### config.mk
export PLATFORM = sky130hd
export DESIGN_NAME = wwse_ctrl
export DESIGN_NICKNAME = d
export VERILOG_FILES = /design/src/design/wwse_pkg.sv /design/src/design/wwse_ctrl.sv
export SDC_FILE = /design/constraint.sdc
export NUM_CORES = 1
export LEC_CHECK = 0
export ABC_AREA = 1
export ABC_CLOCK_PERIOD_IN_PS = 1600
export BUFFER_PORTS_ARGS = -buffer_cell sky130_fd_sc_hd__buf_4
export CAP_MARGIN = 40
export CORE_UTILIZATION = 50
export DETAILED_ROUTE_END_ITERATION = 10
export PLACE_DENSITY = 0.78
export SLEW_MARGIN = 20
export SYNTH_ARGS = -nofsm -noshare
export SYNTH_HDL_FRONTEND = slang
export SYNTH_SLANG_ARGS = --single-unit
export TNS_END_PERCENT = 100
### constraint.sdc
create_clock -name clk -period 1.6 [get_ports clk]
set_input_delay 0.08 -clock clk [delete_from_list [all_inputs] [get_ports clk]]
set_output_delay 0.08 -clock clk [all_outputs]
set_load 0.005 [all_outputs]
### src/design/wwse_pkg.sv
// shared types, constants and defaults for the weight window statistics block
`default_nettype none
package wwse_pkg;

	// default sizes handed to the top level parameters
	localparam int RING_DEPTH_DEF    = 64;
	localparam int WINDOW_LENGTH_DEF = 16;

	// fixed field widths
	localparam int SAMPLE_W  = 24;
	localparam int CFG_W     = 28;
	localparam int CFG_IDX_W = 2;

	// configuration register indexes
	localparam logic [CFG_IDX_W-1:0] REG_CHANGE_THR = 2'd0;
	localparam logic [CFG_IDX_W-1:0] REG_NECTAR_MIN = 2'd1;
	localparam logic [CFG_IDX_W-1:0] REG_CONS_MIN   = 2'd2;

	// event codes
	localparam logic [2:0] EV_NORMAL   = 3'd0;
	localparam logic [2:0] EV_SUDDEN   = 3'd1;
	localparam logic [2:0] EV_NECTAR   = 3'd2;
	localparam logic [2:0] EV_LOW_FOOD = 3'd3;
	localparam logic [2:0] EV_SWARM    = 3'd4;

	// controller states
	typedef enum logic [3:0] {
		ST_CLEAR,
		ST_IDLE,
		ST_SETUP,
		ST_WALK,
		ST_DRAIN,
		ST_PREP1,
		ST_PREP2,
		ST_VAR_GO,
		ST_VAR_WAIT,
		ST_SQ_GO,
		ST_SQ_WAIT,
		ST_MEAN_GO,
		ST_MEAN_WAIT,
		ST_RATE_GO,
		ST_RATE_WAIT,
		ST_FINISH
	} state_t;

	// operand selection for the shared divider
	typedef enum logic [1:0] {
		OP_VAR,
		OP_MEAN,
		OP_RATE
	} op_t;

	// controller to datapath commands
	typedef struct packed {
		logic clr_en;
		logic accept;
		logic walk_start;
		logic rd_en;
		logic prep1;
		logic prep2;
		logic div_start;
		logic sq_start;
		logic capture;
		op_t  op;
		logic load_out;
	} cmd_t;

	// datapath to controller status
	typedef struct packed {
		logic clr_done;
		logic n_zero;
		logic n_multi;
		logic div_busy;
		logic sq_busy;
		logic out_busy;
	} sts_t;

endpackage
`default_nettype wire

### src/design/wwse_ctrl.sv
// sequencing state machine for the weight window statistics block
`default_nettype none
module wwse_ctrl import wwse_pkg::*; #(
	parameter int RING_DEPTH    = RING_DEPTH_DEF,
	parameter int WINDOW_LENGTH = WINDOW_LENGTH_DEF
) (
	input  wire logic clk,
	input  wire logic arst_n,
	input  wire logic in_valid,
	output logic      in_ready,
	input  wire sts_t sts,
	output cmd_t      cmd
);

	localparam int WIN = (WINDOW_LENGTH < RING_DEPTH) ? WINDOW_LENGTH : RING_DEPTH;
	localparam int TW  = $clog2(WIN+4);

	state_t        state_q;
	state_t        state_d;
	logic [TW-1:0] cnt_q;

	// state register
	always_ff @(posedge clk or negedge arst_n) begin
		if (!arst_n) begin
			state_q <= ST_CLEAR;
		end else begin
			state_q <= state_d;
		end
	end

	// walk and drain counter
	always_ff @(posedge clk or negedge arst_n) begin
		if (!arst_n) begin
			cnt_q <= '0;
		end else if (state_q == ST_WALK) begin
			cnt_q <= (cnt_q == TW'(WIN-1)) ? '0 : cnt_q + TW'(1);
		end else if (state_q == ST_DRAIN) begin
			cnt_q <= cnt_q + TW'(1);
		end else begin
			cnt_q <= '0;
		end
	end

	// next state
	always_comb begin
		state_d = state_q;
		unique case (state_q)
			ST_CLEAR:     if (sts.clr_done) state_d = ST_IDLE;
			ST_IDLE:      if (in_valid) state_d = ST_SETUP;
			ST_SETUP:     state_d = ST_WALK;
			ST_WALK:      if (cnt_q == TW'(WIN-1)) state_d = ST_DRAIN;
			ST_DRAIN:     if (cnt_q == TW'(2)) state_d = ST_PREP1;
			ST_PREP1:     state_d = ST_PREP2;
			ST_PREP2:     state_d = sts.n_zero ? ST_FINISH : ST_VAR_GO;
			ST_VAR_GO:    state_d = ST_VAR_WAIT;
			ST_VAR_WAIT:  if (!sts.div_busy) state_d = ST_SQ_GO;
			ST_SQ_GO:     state_d = ST_SQ_WAIT;
			ST_SQ_WAIT:   if (!sts.sq_busy) state_d = ST_MEAN_GO;
			ST_MEAN_GO:   state_d = ST_MEAN_WAIT;
			ST_MEAN_WAIT: if (!sts.div_busy) state_d = sts.n_multi ? ST_RATE_GO : ST_FINISH;
			ST_RATE_GO:   state_d = ST_RATE_WAIT;
			ST_RATE_WAIT: if (!sts.div_busy) state_d = ST_FINISH;
			ST_FINISH:    if (!sts.out_busy) state_d = ST_IDLE;
			default:      state_d = ST_CLEAR;
		endcase
	end

	// commands
	always_comb begin
		cmd = '0;
		cmd.op = OP_VAR;
		unique case (state_q)
			ST_CLEAR:     cmd.clr_en = 1'b1;
			ST_IDLE:      cmd.accept = in_valid;
			ST_SETUP:     cmd.walk_start = 1'b1;
			ST_WALK:      cmd.rd_en = 1'b1;
			ST_DRAIN:     ;
			ST_PREP1:     cmd.prep1 = 1'b1;
			ST_PREP2:     cmd.prep2 = 1'b1;
			ST_VAR_GO:    cmd.div_start = 1'b1;
			ST_VAR_WAIT:  ;
			ST_SQ_GO:     cmd.sq_start = 1'b1;
			ST_SQ_WAIT:   ;
			ST_MEAN_GO: begin
				cmd.op = OP_MEAN;
				cmd.div_start = 1'b1;
			end
			ST_MEAN_WAIT: begin
				cmd.op = OP_MEAN;
				cmd.capture = !sts.div_busy;
			end
			ST_RATE_GO: begin
				cmd.op = OP_RATE;
				cmd.div_start = 1'b1;
			end
			ST_RATE_WAIT: begin
				cmd.op = OP_RATE;
				cmd.capture = !sts.div_busy;
			end
			ST_FINISH:    cmd.load_out = !sts.out_busy;
			default:      ;
		endcase
	end

	assign in_ready = state_q == ST_IDLE;

endmodule
`default_nettype wire
==> summary.md <==
| Metric | Value |
|---|---|
| Via count | `802` |
| Crit path kind | `register to register` |
| CTS Buf Count | `3` |
| Routability congestion estimate | `0.849` |
| Clock sinks | `9` |
| Initial Utilization | `56.8%` |
| Pin count of the biggest net entering global routing | `10` |
| Final Max Tran Viols | `0` |
| Detailed placement HPWL | `1440 µm` |
| Pwr Density | `1700 nW/µm²` |
| Fin crit share | `96.4%` |
| Grt ovf | `0` |
| Mapped cell area | `786 µm²` |
| Fin crit period | `1540 ps` |
| Cell count after synthesis | `107` |
| Slew HR | `82.4%` |
| Area grow syn2layout | `35.2%` |
| CP Launch Type | `register` |
| DRC viols | `0` |
| Synth Net Count | `120` |
| Max Fclk | `649 MHz` |
| Total wire length | `1920 µm` |
| Vias in the first global route | `704` |
| CTS max path bufs | `2` |
| Chip Height | `41.6 µm` |
| H-tree depth reported by CTS | `1` |
| Core area | `1380 µm²` |
| Critical Path, Cell by Cell | `ha_2 > nand3_2 > inv_2 > ha_4 > inv_2 > nand3_2 > nand2_2 > a21oi_4 > nand2_4 > nand2_2 > nand2_1` |
| Antenna Nets Post-Route | `0` |
| Chip width | `41.6 µm` |
| Area occupied by multi-input gates | `504 µm²` |
| Clock transition at path regs | `50 ps` |
| Clk_skew | `11.5 ps` |
| Final Hold Viols | `0` |
| Worst-Skew Late Latency | `270 ps` |
| Rows | `13` |
| Max Cap Viol | `0` |
| Fillers | `105` |
| Netlist cell types | `21` |
| Setup-failing EPs final | `0` |
| Leak Pwr | `0.549 nW` |
| Net count, final | `151` |
| Worst-margin pin slew | `264 ps` |
| Count of state elements after synthesis | `9` |
| Die ar. | `1730 µm²` |
| # diodes | `0` |
| FF-to-FF setup slack | `60 ps` |
| Clock root cell | `clkbuf_4` |
| Wirelength per Cell | `12.6 µm` |
| Placed inst area | `947 µm²` |
| Worst setup margin | `58.1 ps` |
| Total track usage | `23.7%` |
| Fraction of layout cells with a size suffix above 1 | `47.4%` |
| Slowest CP cell | `dfrtp_1` |
| Hold crit path type | `input port to register` |
| Final Cell Area | `1060 µm²` |
| Yosys warning count | `0` |
| Seq. cell area | `229 µm²` |
| CP required | `1750 ps` |
| CP Max Fanout | `5` |
| First-pass GRT wire length | `3050 µm` |
| Maximum vdd drop | `1.15 mV` |
| Critical Path AT | `1690 ps` |
| Antenna violations before repair | `0` |
| # port buffers | `21` |
| Vias/cell | `5.28` |
| Hold slack | `116 ps` |
| Status | `finished, final reports clean` |
| CP max stage delay | `350 ps` |
| Starting DRT DRC Count | `35` |
| CTS tree | `yes` |
| Pre-CTS WS | `-26.6 ps` |
| Pre-antenna DRT Iters | `4` |
| Tot Pwr | `1.80 mW` |
| Number of I/O pins | `22` |
| Seq/Total Area, Yosys | `28.7%` |
| CP Capture Type | `register` |
| Syn_area_per_cell | `7.34 µm²` |
[cell families (layout without fill, tap and decap cells)]
| kind of cell | Yosys count | in the layout | synth area share, % |
|---|---|---|---|
| buf+inv | 21 | 51 | 11.9 |
| fa+ha+maj | 4 | 4 | 6.37 |
| xor+xnor | 3 | 3 | 3.34 |
| flops | 9 | 9 | 28.7 |
| compound gates | 9 | 9 | 8.60 |
| simple gates | 61 | 61 | 41.1 |
[flip-flops by register name (all words and copies together) (netlist names)]
register and count:
state_q 4, cnt_q 5
[final cells by class]
type                       instances  area share [%]
timing repair buffer              28            20.0
sequential                         9            21.6
inverter                          19            6.71
multi-input combinational         77            47.5
tap                               15            1.77
clock buffer                       4            2.47
[Yosys cell counts]
master	number	area [µm²]
xor2_1	2	17.5
o31ai_1	1	7.51
nand2_4	4	45.0
dfrtp_1	9	225
nand3_1	9	45.0
buf_6	2	22.5
nand2_1	18	67.6
ha_1	4	50.1
xnor2_1	1	8.76
nor2_8	1	20.0
nand3_2	2	20.0
a31o_2	1	8.76
o211ai_1	2	15.0
nor3_1	3	15.0
nor2_2	3	18.8
nand2_2	5	31.3
inv_1	14	52.6
o21ai_0	4	20.0
nor2_1	16	60.1
a21oi_4	1	16.3
inv_2	5	18.8
[final timing paths]
path	startpoint	endpoint	depth (start not counted)
max	cnt_q[1]$_DFF_PN0_	state_q[0]$_DFFE_PN0P_	11
min	sts[3]	state_q[1]$_DFFE_PN0P_	4
max reg2reg	cnt_q[1]$_DFF_PN0_	state_q[0]$_DFFE_PN0P_	11
min reg2reg	cnt_q[0]$_DFF_PN0_	cnt_q[0]$_DFF_PN0_	2
max in group asynchronous	arst_n	state_q[1]$_DFFE_PN0P_	2
min in group asynchronous	arst_n	state_q[2]$_DFFE_PN0P_	2
[repair_timing]
action                                  CTS  global route
hold buffers                              1             0
resized for setup                         1            14
hold endpoints to repair                  9             0
buffers inserted                          2             3
pin swaps                                 0             5
endpoints found under the setup margin    4             8
[report_power, final]
| group | internal, mW | leakage [nW] | switching, mW |
|---|---|---|---|
| clock network | 0.0964 | 0.0150 | 0.0854 |
| logic | 0.483 | 0.419 | 0.686 |
| registers | 0.305 | 0.115 | 0.146 |
[stage by stage]
step | instances | utilization, % | setup TNS, ps
after floorplan | 107 | - | 0
after global placement | 142 | 68.5 | 0
after detailed placement | 142 | 68.5 | -71.2
after CTS | 149 | 72.4 | 0
after global routing | 152 | 76.8 | -60.7
final | 152 | 76.8 | 0
[cells in the final DEF, fill, tap and decap left out, drive strengths merged, types with 2 or more instances in the layout]
cell type,count
buf,27
clkbuf,4
dfrtp,9
ha,4
inv,19
nand2,27
nand3,11
nor2,20
nor3,3
o211ai,2
o21ai,4
xor2,2
[layer usage]
layer / vias up / GRT usage [%] / routed length [µm] / part of all wire, %
met3: 7 / 7.83 / 119 / 6.2
met2: 37 / 36.6 / 926 / 48
met1: 364 / 29.3 / 819 / 43
met5: - / 0 / 0 / 0
met4: 0 / 11.6 / 49 / 2.6
li1: 394 / - / - / -
[worst max-delay path: cells and delay by family, from the launching register on]
family,cells,cell delay (ps)
simple gates,6,450
compound gates,1,200
buf+inv,2,120
fa+ha+maj,2,320
flops,1,350
Power figures use the tool's default switching activity.
